===== src/rtl/hcc_pkg.sv =====
package hcc_pkg;

  // Field widths of the conversion words.
  localparam int unsigned CoordW    = 16;
  localparam int unsigned IndexW    = 2 * CoordW;
  localparam int unsigned OrderW    = 5;
  localparam int unsigned MaxOrder  = 16;

  // Pipeline shape: sixteen curve levels spread over four register stages.
  localparam int unsigned LvlW           = 4;
  localparam int unsigned LevelsPerStage = 4;
  localparam int unsigned NumStages      = 4;
  localparam int unsigned StageW         = 2;

  // Configuration register map.
  localparam int unsigned DataW     = 32;
  localparam int unsigned AddrW     = 3;
  localparam logic        RegCurveOrder = 1'b0;

  // Direction of one conversion.
  typedef enum logic {
    HCC_ENCODE = 1'b0,
    HCC_DECODE = 1'b1
  } hcc_cmd_e;

  // Word that travels down the pipeline. For encoding, x and y are the working
  // coordinates and acc gathers the index. For decoding, acc holds the index and
  // x and y gather the coordinates.
  typedef struct packed {
    hcc_cmd_e            cmd;
    logic [CoordW-1:0]   x;
    logic [CoordW-1:0]   y;
    logic [IndexW-1:0]   acc;
  } hcc_word_t;

  // One encoding level at bit position b, taking the quadrant from the top down.
  function automatic hcc_word_t hcc_enc_level(hcc_word_t w, logic [LvlW-1:0] b);
    hcc_word_t         r;
    logic              rx;
    logic              ry;
    logic [CoordW-1:0] t;
    r  = w;
    rx = w.x[b];
    ry = w.y[b];
    r.acc[{b, 1'b0} +: 2] = {rx, rx ^ ry};
    if (!ry) begin
      if (rx) begin
        r.x = ~r.x;
        r.y = ~r.y;
      end
      t   = r.x;
      r.x = r.y;
      r.y = t;
    end
    return r;
  endfunction

  // One decoding level at bit position l, building the coordinates bottom up.
  function automatic hcc_word_t hcc_dec_level(hcc_word_t w, logic [LvlW-1:0] l);
    hcc_word_t         r;
    logic              rx;
    logic              ry;
    logic [CoordW-1:0] low_mask;
    logic [CoordW-1:0] t;
    r        = w;
    rx       = w.acc[{l, 1'b1}];
    ry       = w.acc[{l, 1'b0}] ^ rx;
    low_mask = (CoordW'(1) << l) - CoordW'(1);
    if (!ry) begin
      if (rx) begin
        r.x = r.x ^ low_mask;
        r.y = r.y ^ low_mask;
      end
      t   = r.x;
      r.x = r.y;
      r.y = t;
    end
    r.x[l] = rx;
    r.y[l] = ry;
    return r;
  endfunction

endpackage


===== src/rtl/hcc_in_if.sv =====
interface hcc_in_if;
  logic                         valid;
  logic                         ready;
  logic                         cmd;
  logic [hcc_pkg::CoordW-1:0]   in_x;
  logic [hcc_pkg::CoordW-1:0]   in_y;
  logic [hcc_pkg::IndexW-1:0]   in_index;

  modport source (output valid, output cmd, output in_x, output in_y, output in_index,
                  input ready);
  modport sink   (input valid, input cmd, input in_x, input in_y, input in_index,
                  output ready);
endinterface


===== src/rtl/hcc_out_if.sv =====
interface hcc_out_if;
  logic                         valid;
  logic                         ready;
  logic [hcc_pkg::CoordW-1:0]   out_x;
  logic [hcc_pkg::CoordW-1:0]   out_y;
  logic [hcc_pkg::IndexW-1:0]   out_index;

  modport source (output valid, output out_x, output out_y, output out_index,
                  input ready);
  modport sink   (input valid, input out_x, input out_y, input out_index,
                  output ready);
endinterface


===== src/rtl/hcc_cfg.sv =====
module hcc_cfg (
  input  logic                         clk_i,
  input  logic                         rst_ni,
  input  logic                         psel,
  input  logic                         penable,
  input  logic                         pwrite,
  input  logic [hcc_pkg::AddrW-1:0]    paddr,
  input  logic [hcc_pkg::DataW-1:0]    pwdata,
  output logic [hcc_pkg::DataW-1:0]    prdata,
  output logic                         pready,
  output logic [hcc_pkg::OrderW-1:0]   order_o
);

  logic [hcc_pkg::OrderW-1:0] curve_order_q;
  logic [hcc_pkg::OrderW-1:0] curve_order_d;
  logic                       reg_sel;

  // Registers sit on word addresses, so the index is the bit above the byte lane.
  assign reg_sel = paddr[2];
  assign pready  = 1'b1;

  // Register write in the access phase.
  always_comb begin
    curve_order_d = curve_order_q;
    if (psel && penable && pwrite && (reg_sel == hcc_pkg::RegCurveOrder)) begin
      curve_order_d = pwdata[hcc_pkg::OrderW-1:0];
    end
  end

  always_ff @(posedge clk_i or negedge rst_ni) begin
    if (!rst_ni) begin
      curve_order_q <= hcc_pkg::OrderW'(hcc_pkg::MaxOrder);
    end else begin
      curve_order_q <= curve_order_d;
    end
  end

  // Read back the stored value; unmapped addresses read as zero.
  always_comb begin
    prdata = '0;
    if (reg_sel == hcc_pkg::RegCurveOrder) begin
      prdata = hcc_pkg::DataW'(curve_order_q);
    end
  end

  // The order used by the datapath saturates at the deepest supported curve.
  assign order_o = (curve_order_q > hcc_pkg::OrderW'(hcc_pkg::MaxOrder)) ?
                   hcc_pkg::OrderW'(hcc_pkg::MaxOrder) : curve_order_q;

endmodule


===== src/rtl/hcc_stage.sv =====
module hcc_stage (
  input  logic                         clk_i,
  input  logic                         rst_ni,
  input  logic [hcc_pkg::OrderW-1:0]   order_i,
  input  logic [hcc_pkg::StageW-1:0]   stage_i,
  input  logic                         in_valid_i,
  output logic                         in_ready_o,
  input  hcc_pkg::hcc_word_t           in_data_i,
  output logic                         out_valid_o,
  input  logic                         out_ready_i,
  output hcc_pkg::hcc_word_t           out_data_o
);

  logic               valid_q;
  hcc_pkg::hcc_word_t data_q;
  hcc_pkg::hcc_word_t data_d;

  // Four curve levels per stage. Decoding runs up from the low levels and
  // encoding runs down from the high ones, so level l pairs with level 15 - l.
  always_comb begin
    logic [hcc_pkg::LvlW-1:0] lvl;
    hcc_pkg::hcc_word_t       w;
    w = in_data_i;
    for (int j = 0; j < hcc_pkg::LevelsPerStage; j++) begin
      lvl = {stage_i, 2'b00} + hcc_pkg::LvlW'(j);
      if (w.cmd == hcc_pkg::HCC_DECODE) begin
        if ({1'b0, lvl} < order_i) begin
          w = hcc_pkg::hcc_dec_level(w, lvl);
        end
      end else begin
        if ({1'b0, ~lvl} < order_i) begin
          w = hcc_pkg::hcc_enc_level(w, ~lvl);
        end
      end
    end
    data_d = w;
  end

  // The stage takes a new word whenever its register is empty or being drained.
  assign in_ready_o = !valid_q || out_ready_i;

  always_ff @(posedge clk_i or negedge rst_ni) begin
    if (!rst_ni) begin
      valid_q <= 1'b0;
    end else if (in_ready_o) begin
      valid_q <= in_valid_i;
    end
  end

  always_ff @(posedge clk_i) begin
    if (in_ready_o && in_valid_i) begin
      data_q <= data_d;
    end
  end

  assign out_valid_o = valid_q;
  assign out_data_o  = data_q;

endmodule


===== src/rtl/hilbert_curve_codec_top.sv =====
// Hilbert curve codec: each word converts grid coordinates to a curve index
// (cmd low) or an index to coordinates (cmd high) for the curve order held in
// the curve_order register, saturated at 16. The datapath is four register
// stages of four curve levels each, so one word is accepted every cycle while
// the output is not stalled, and its result comes from the last stage register;
// back-pressure on the output stalls the stages in place without losing or
// repeating a word. Change curve_order only while no conversion is in flight.
module hilbert_curve_codec_top (
  input  logic                         clk_i,
  input  logic                         rst_ni,
  hcc_in_if.sink                       in_i,
  hcc_out_if.source                    out_o,
  input  logic                         psel,
  input  logic                         penable,
  input  logic                         pwrite,
  input  logic [hcc_pkg::AddrW-1:0]    paddr,
  input  logic [hcc_pkg::DataW-1:0]    pwdata,
  output logic [hcc_pkg::DataW-1:0]    prdata,
  output logic                         pready
);

  logic [hcc_pkg::OrderW-1:0] order;
  logic                       pipe_valid [hcc_pkg::NumStages+1];
  logic                       pipe_ready [hcc_pkg::NumStages+1];
  hcc_pkg::hcc_word_t         pipe_data  [hcc_pkg::NumStages+1];
  hcc_pkg::hcc_word_t         last;

  hcc_cfg u_cfg (
    .clk_i   (clk_i),
    .rst_ni  (rst_ni),
    .psel    (psel),
    .penable (penable),
    .pwrite  (pwrite),
    .paddr   (paddr),
    .pwdata  (pwdata),
    .prdata  (prdata),
    .pready  (pready),
    .order_o (order)
  );

  // Build the entry word: decoding carries the index and starts the point at the
  // origin, encoding carries the point and starts the index from zero.
  always_comb begin
    pipe_data[0].cmd = hcc_pkg::hcc_cmd_e'(in_i.cmd);
    pipe_data[0].x   = (in_i.cmd == hcc_pkg::HCC_DECODE) ? '0 : in_i.in_x;
    pipe_data[0].y   = (in_i.cmd == hcc_pkg::HCC_DECODE) ? '0 : in_i.in_y;
    pipe_data[0].acc = (in_i.cmd == hcc_pkg::HCC_DECODE) ? in_i.in_index : '0;
  end

  assign pipe_valid[0] = in_i.valid;
  assign in_i.ready    = pipe_ready[0];

  for (genvar k = 0; k < hcc_pkg::NumStages; k++) begin : g_stage
    hcc_stage u_stage (
      .clk_i       (clk_i),
      .rst_ni      (rst_ni),
      .order_i     (order),
      .stage_i     (hcc_pkg::StageW'(k)),
      .in_valid_i  (pipe_valid[k]),
      .in_ready_o  (pipe_ready[k]),
      .in_data_i   (pipe_data[k]),
      .out_valid_o (pipe_valid[k+1]),
      .out_ready_i (pipe_ready[k+1]),
      .out_data_o  (pipe_data[k+1])
    );
  end

  // The last stage register is the output register.
  assign last                         = pipe_data[hcc_pkg::NumStages];
  assign out_o.valid                  = pipe_valid[hcc_pkg::NumStages];
  assign pipe_ready[hcc_pkg::NumStages] = out_o.ready;

  // Only the fields of the chosen direction are reported; the others read zero.
  always_comb begin
    if (last.cmd == hcc_pkg::HCC_DECODE) begin
      out_o.out_x     = last.x;
      out_o.out_y     = last.y;
      out_o.out_index = '0;
    end else begin
      out_o.out_x     = '0;
      out_o.out_y     = '0;
      out_o.out_index = last.acc;
    end
  end

endmodule


===== src/flat_wrapper.sv =====
// flat-port wrapper written by rule: the top's interface ports become plain ports
module hilbert_curve_codec_top_flat 
  (clk_i, rst_ni, psel, penable, pwrite, paddr, pwdata, prdata, pready, in_i_valid, in_i_cmd, in_i_in_x, in_i_in_y, in_i_in_index, in_i_ready, out_o_valid, out_o_out_x, out_o_out_y, out_o_out_index, out_o_ready);
  hcc_in_if in_i_i ();
  hcc_out_if out_o_i ();
  input  logic clk_i;
  input  logic rst_ni;
  input  logic psel;
  input  logic penable;
  input  logic pwrite;
  input  logic [hcc_pkg::AddrW-1:0] paddr;
  input  logic [hcc_pkg::DataW-1:0] pwdata;
  output logic [hcc_pkg::DataW-1:0] prdata;
  output logic pready;
  input wire logic [$bits(in_i_i.valid)-1:0] in_i_valid;
  input wire logic [$bits(in_i_i.cmd)-1:0] in_i_cmd;
  input wire logic [$bits(in_i_i.in_x)-1:0] in_i_in_x;
  input wire logic [$bits(in_i_i.in_y)-1:0] in_i_in_y;
  input wire logic [$bits(in_i_i.in_index)-1:0] in_i_in_index;
  output wire logic [$bits(in_i_i.ready)-1:0] in_i_ready;
  output wire logic [$bits(out_o_i.valid)-1:0] out_o_valid;
  output wire logic [$bits(out_o_i.out_x)-1:0] out_o_out_x;
  output wire logic [$bits(out_o_i.out_y)-1:0] out_o_out_y;
  output wire logic [$bits(out_o_i.out_index)-1:0] out_o_out_index;
  input wire logic [$bits(out_o_i.ready)-1:0] out_o_ready;
  assign in_i_i.valid = in_i_valid;
  assign in_i_i.cmd = in_i_cmd;
  assign in_i_i.in_x = in_i_in_x;
  assign in_i_i.in_y = in_i_in_y;
  assign in_i_i.in_index = in_i_in_index;
  assign in_i_ready = in_i_i.ready;
  assign out_o_valid = out_o_i.valid;
  assign out_o_out_x = out_o_i.out_x;
  assign out_o_out_y = out_o_i.out_y;
  assign out_o_out_index = out_o_i.out_index;
  assign out_o_i.ready = out_o_ready;
  hilbert_curve_codec_top u_core (.clk_i(clk_i), .rst_ni(rst_ni), .in_i(in_i_i), .out_o(out_o_i), .psel(psel), .penable(penable), .pwrite(pwrite), .paddr(paddr), .pwdata(pwdata), .prdata(prdata), .pready(pready));
endmodule

===== config.mk =====
export PLATFORM = sky130hd
export DESIGN_NAME = hilbert_curve_codec_top_flat
export DESIGN_NICKNAME = d
export VERILOG_FILES = /design/src/rtl/hcc_pkg.sv /design/src/rtl/hcc_in_if.sv /design/src/rtl/hcc_out_if.sv /design/src/rtl/hcc_cfg.sv /design/src/rtl/hcc_stage.sv /design/src/rtl/hilbert_curve_codec_top.sv /design/src/flat_wrapper.sv
export SDC_FILE = /design/constraint.sdc
export NUM_CORES = 2
export LEC_CHECK = 0
export BUFFER_PORTS_ARGS = -buffer_cell sky130_fd_sc_hd__buf_2
export CORE_ASPECT_RATIO = 1.2
export CORE_UTILIZATION = 50
export DETAILED_ROUTE_END_ITERATION = 12
export HOLD_SLACK_MARGIN = 0.03
export PLACE_DENSITY = 0.66
export SYNTH_ARGS = -nofsm -noshare
export SYNTH_HDL_FRONTEND = slang
export SYNTH_SLANG_ARGS = --single-unit

===== constraint.sdc =====
create_clock -name clk_i -period 11 [get_ports clk_i]
set_input_delay 0.55 -clock clk_i [delete_from_list [all_inputs] [get_ports clk_i]]
set_output_delay 0.55 -clock clk_i [all_outputs]
set_load 0.005 [all_outputs]

# Yosys cells after proc, flatten, opt, wreduce, memory -nomap -nowiden
# Cells that the tools add are included.
# classes
magnitude_cmp	17
muxes	119
bitwise	95
n_reduce_logical	15
# op_table
cell	n
2-to-1 mux 64 bit	32
2-to-1 mux 32 bit	49
2-to-1 mux 65 bit	16
inverter 16 bit	32
2-to-1 mux 16 bit	4
2-to-1 mux 31 bit	2
less-than comparator 4 x 5 -> 1 bit, first input constant	8
XOR 1 bit	32
2-to-1 mux 30 bit	1
inverter 15 bit	2
2-to-1 mux 29 bit	1
2-to-1 mux 28 bit	1
inverter 14 bit	2
2-to-1 mux 27 bit	1
2-to-1 mux 26 bit	1
inverter 13 bit	2
2-to-1 mux 25 bit	1
2-to-1 mux 24 bit	1
inverter 12 bit	2
2-to-1 mux 23 bit	1
2-to-1 mux 22 bit	1
inverter 11 bit	2
2-to-1 mux 21 bit	1
less-than comparator 3 x 5 -> 1 bit, first input constant	4
other kinds (21)	47
# totals
regBits	269
input_bits	107
output_inout_bits	99

# Logic depth before layout (Yosys ltp)
# depth
word_depth	21
mapped_depth	18

# Cells and area by module
# Synthesis repeated with hierarchy kept, for this count alone.
# unflattened
hier_cells	6801
hier_area_um2	49556.3
# by_module_without_submodules
module	n_inst	cells_per_inst	area_each_um2
hcc_stage at u_core.g_stage[0].u_stage ...	2	1673	12135.4
hcc_stage at u_core.g_stage[2].u_stage ...	2	1630	11946.5
hilbert_curve_codec_top	1	144	895.9
hcc_cfg	1	51	496.7

# Least setup slack after synthesis
# Ideal clock, no wire load.
# synth_timing
path_kind	input to register
startpoint	input port out_o_ready
endpoint	register u_core.g_stage[3].u_stage.data_q, in the netlist u_core.g_stage[3].u_stage.out_data_o[0] (enable)
arrival_time_ns	3.523
t_required_ns	10.504
setup_slack_ns	6.981
path_stages	2
n_path_buf	0
path_cell_list	nor2b_1 > nor2b_1
# synth_between
elab_chain_cells	2
# synth_lines
item	line	source
start, declared	flat_wrapper.sv:25	input wire logic [$bits(out_o_i.ready)-1:0] out_o_ready;
logical OR 1 bit	hcc_stage.sv:40	assign in_ready_o = !valid_q || out_ready_i;
logical AND 1 bit	hcc_stage.sv:51	if (in_ready_o && in_valid_i) begin
end signal, assigned	hcc_stage.sv:52	data_q <= data_d;
end, declared	hcc_stage.sv:15	hcc_pkg::hcc_word_t data_q;
# No other way between the ends.
# A chain may end at the register's enable or synchronous reset.

==> key figures <==
Outcome
  – Status: complete, no violations

STA
  – Max-slew headroom: 21.7%
  – Total negative setup slack: 0 ns
  – Tcrit/Tclk final: 56.5%
  – Final Hold Viols: 0
  – Actual slew at the worst max-slew pin: 1.17 ns
  – Minimum clock period: 6.21 ns
  – Setup Skew: 0.0302 ns
  – WHS: 0.193 ns
  – Setup Viol. Count Final: 0
  – Unrepaired setup endpoints after global routing: no
  – Final Slew Violations: 0
  – FMAX: 0.161 GHz

Min path
  – Source of the worst hold timing path: pwdata[4]
  – Hold path cells: 2
  – Hold EP: u_core.u_cfg.curve_order_q[4]
  – Worst Hold Class: in -> reg

Clock tree
  – CTS Buffer Depth: 3
  – # H-tree levels: 1
  – # clock sinks: 269
  – Clock-pin slew on the worst setup and hold paths: 0.06 ns
  – CTS tree: built
  – CTS Buf Count: 31
  – Root buffer cell: clkbuf_16
  – Worst skew pair latency: 0.62 ns

Global route
  – Vias in the first global route: 27263
  – First-pass GRT wire length: 159000 um
  – GR Util All Layers: 31.8%
  – Remaining Overflow, GRT: 0
  – Number of antenna violations at the first check in global routing: 5
  – Largest net degree at the start of global routing: 104

Die
  – Die Span Y: 274 um
  – I/O pin count: 206
  – Initial Util: 50.5%
  – Die width: 228 um
  – Core area: 60800 um^2
  – FP Rows: 99
  – Die area: 62400 um^2

Finish
  – Fillers: 5835
  – Layout area overhead: 6.30%
  – Fin nets: 3925
  – Fraction of layout cells with a size suffix above 1: 11.4%
  – Post-Route Utilization: 53.7%

Placed design
  – # port buffers: 148
  – GP Congestion: 1.02
  – DP Wirelength: 75300 um

Critical path
  – Bufs and invs on worst path: 2
  – Slowest cell on crit path: nor2b_4
  – Reg2reg path depth: 14
  – R2R Setup Slk: 4.79 ns
  – Setup crit start kind: register
  – Worst Path Required: 11.31 ns
  – R2r startpoint: u_core.u_cfg.curve_order_q[4]
  – Setup CP Type: reg -> reg
  – CP max stage delay: 0.86 ns
  – CP arrival: 6.52 ns
  – Crit-path leading delay family: simple AND/OR/NAND/NOR gates
  – Critical path endpoint category: register
  – Reg-to-reg endpoint: u_core.g_stage[0].u_stage.out_data_o[33]
  – Max FO, Critical Path: 47
  – CP cell instances: buf_4 -> buf_4 -> nor2b_4 -> mux2i_1 -> nor2_4 -> xor2_1 -> mux2i_1 -> xnor2_1 -> mux4_2 -> a21oi_1 -> or2_2 -> nor2_1 -> a21oi_1 -> o21ai_0

Synthesis
  – Most used standard cell by instance count after synthesis: nor2_1
  – Top post-synthesis cells by area: edfxtp_1 25%, xnor2_1 8.8%, mux2i_1 5.5%
  – Asr flop ratio synth: 3.35%
  – Synth cell types: 108
  – Post-synth top flop: edfxtp_1
  – Number of synthesized flops with an enable pin: 260
  – Synthesized cell area: 30700 um^2
  – Mapped Avg Cell Area: 7.90 um^2
  – Yosys Warn Count: 0
  – Synth cell count leaders: 386 x nor2_1, 351 x nand2_1, 310 x xnor2_1
  – Cells after Synth: 3888
  – Leading area contributor after synthesis: edfxtp_1
  – Register bit total from synthesis: 269
  – Sequential-to-total area share from yosys stat: 26.2%
  – Area share of the largest cell type after synthesis: 25.4%

Power and ir drop
  – Static Leakage: 11.8 nW
  – PD cells: 336 nW/um^2
  – Max VDD drop: 0.281 mV
  – Total power: 11.0 mW

Detailed routing
  – Vias/cell: 6.51
  – Antenna-violating nets left: 0
  – Initial DRC Count: 3412
  – Vias: 30281
  – # DRC: 0
  – Total detailed-routing wirelength: 104000 um
  – Routed WL per cell: 22.3 um
  – DRT Pass-1 Iters: 6

Job
  – MaxCap Viol Count: 0
## logic make-up after synthesis
| family | count (synthesis) | synth area share [%] |
|---|---|---|
| buffers and inverters | 416 | 6.27 |
| muxes | 223 | 7.52 |
| adders and majority gates | 6 | 0.244 |
| and+or+nand+nor | 1243 | 18.8 |
| DFF | 269 | 26.2 |
| other | 2 | 0.0244 |
| xor gates and xnor gates | 422 | 12.1 |
| AOI/OAI and AO/OA | 1307 | 28.9 |
## cell usage in the layout, fill, tap and decap left out, types with 34 or more instances in the layout
master	netlist	routed
nor2_1	386	385
nand2_1	351	351
xnor2_1	310	310
a21oi_1	284	281
edfxtp_1	260	260
o21ai_0	244	243
mux2i_1	170	168
buf_2	82	147
o211ai_1	117	117
xor2_1	111	111
nor3_1	103	102
a211oi_1	95	95
and2_1	90	87
buf_4	53	86
nand3_1	76	76
nor2b_1	61	59
mux2_2	52	52
a22oi_1	52	52
o22ai_1	50	49
a31oi_1	42	42
inv_1	40	40
nand2b_1	40	40
o221ai_1	40	39
o31ai_1	38	38
a221oi_1	35	35
or3_1	34	34
o21ai_1	35	34
## metal layers
| layer | wire [um] | up-vias | share of wire [%] | global-route usage (%) |
|---|---|---|---|---|
| met4 | 6180 | 2 | 6.0 | 18.6 |
| li1 | - | 14194 | - | - |
| met3 | 7190 | 295 | 6.9 | 3.40 |
| met5 | 13 | - | 0.013 | 0 |
| met2 | 48600 | 1408 | 47 | 53.1 |
| met1 | 41500 | 14382 | 40 | 40.0 |
## layout make-up
type	count	area [um^2]	area share (%)
inverter	47	176	0.540
clock buffer	35	801	2.45
multi-input combinational	3229	21000	64.2
timing repair buffer	234	1390	4.26
sequential	269	8030	24.6
antenna	3	7.51	0.0230
clock inverter	23	264	0.808
tap	808	1010	3.10
## stage by stage
stage          instances  instance area, um^2  setup WS, ns
2_1_floorplan       3914                30800          6.98
3_3_place_gp        4586                31600          4.94
3_5_place_dp        4586                31600          4.82
4_1_cts             4645                32700          4.83
5_1_grt             4648                32700          4.36
6_report            4648                32700          4.79
## where the power goes
group / internal [mW] / total [mW] / leakage [nW] / switching [mW]
sequential: 1.63 / 1.98 / 2.65 / 0.352
clock: 0.625 / 1.08 / 0.521 / 0.457
combinational: 3.02 / 7.90 / 8.64 / 4.87
total: 5.27 / 11.0 / 11.8 / 5.68
## how the worst max path moves through the flow
stage,startpoint,endpoint,slack [ns],depth (start not counted)
after global placement,u_core.u_cfg.curve_order_q[4],u_core.g_stage[1].u_stage.out_data_o[33],4.94,13
after global routing,u_core.u_cfg.curve_order_q[4],u_core.g_stage[0].u_stage.out_data_o[32],4.36,14
final,u_core.u_cfg.curve_order_q[4],u_core.g_stage[0].u_stage.out_data_o[33],4.79,14
after floorplan,out_o_ready,u_core.g_stage[3].u_stage.out_data_o[0],6.98,2
after CTS,u_core.u_cfg.curve_order_q[4],u_core.g_stage[0].u_stage.out_data_o[48],4.83,13
after detailed placement,u_core.u_cfg.curve_order_q[4],u_core.g_stage[0].u_stage.out_data_o[48],4.82,13
## flip-flops by register name, indices dropped and copies added (netlist names)
| name | flops |
|---|---|
| u_core.g_stage.u_stage.out_data_o | 260 |
| u_core.g_stage.u_stage.out_valid_o | 4 |
| u_core.u_cfg.curve_order_q | 5 |
## repair_timing
item                      4_1_cts  5_1_grt
hold endpoints to repair        9        0
setup buffers                   0        0
resized for setup               0        0
hold buffers                    1        0
Power figures use the tool's default switching activity.
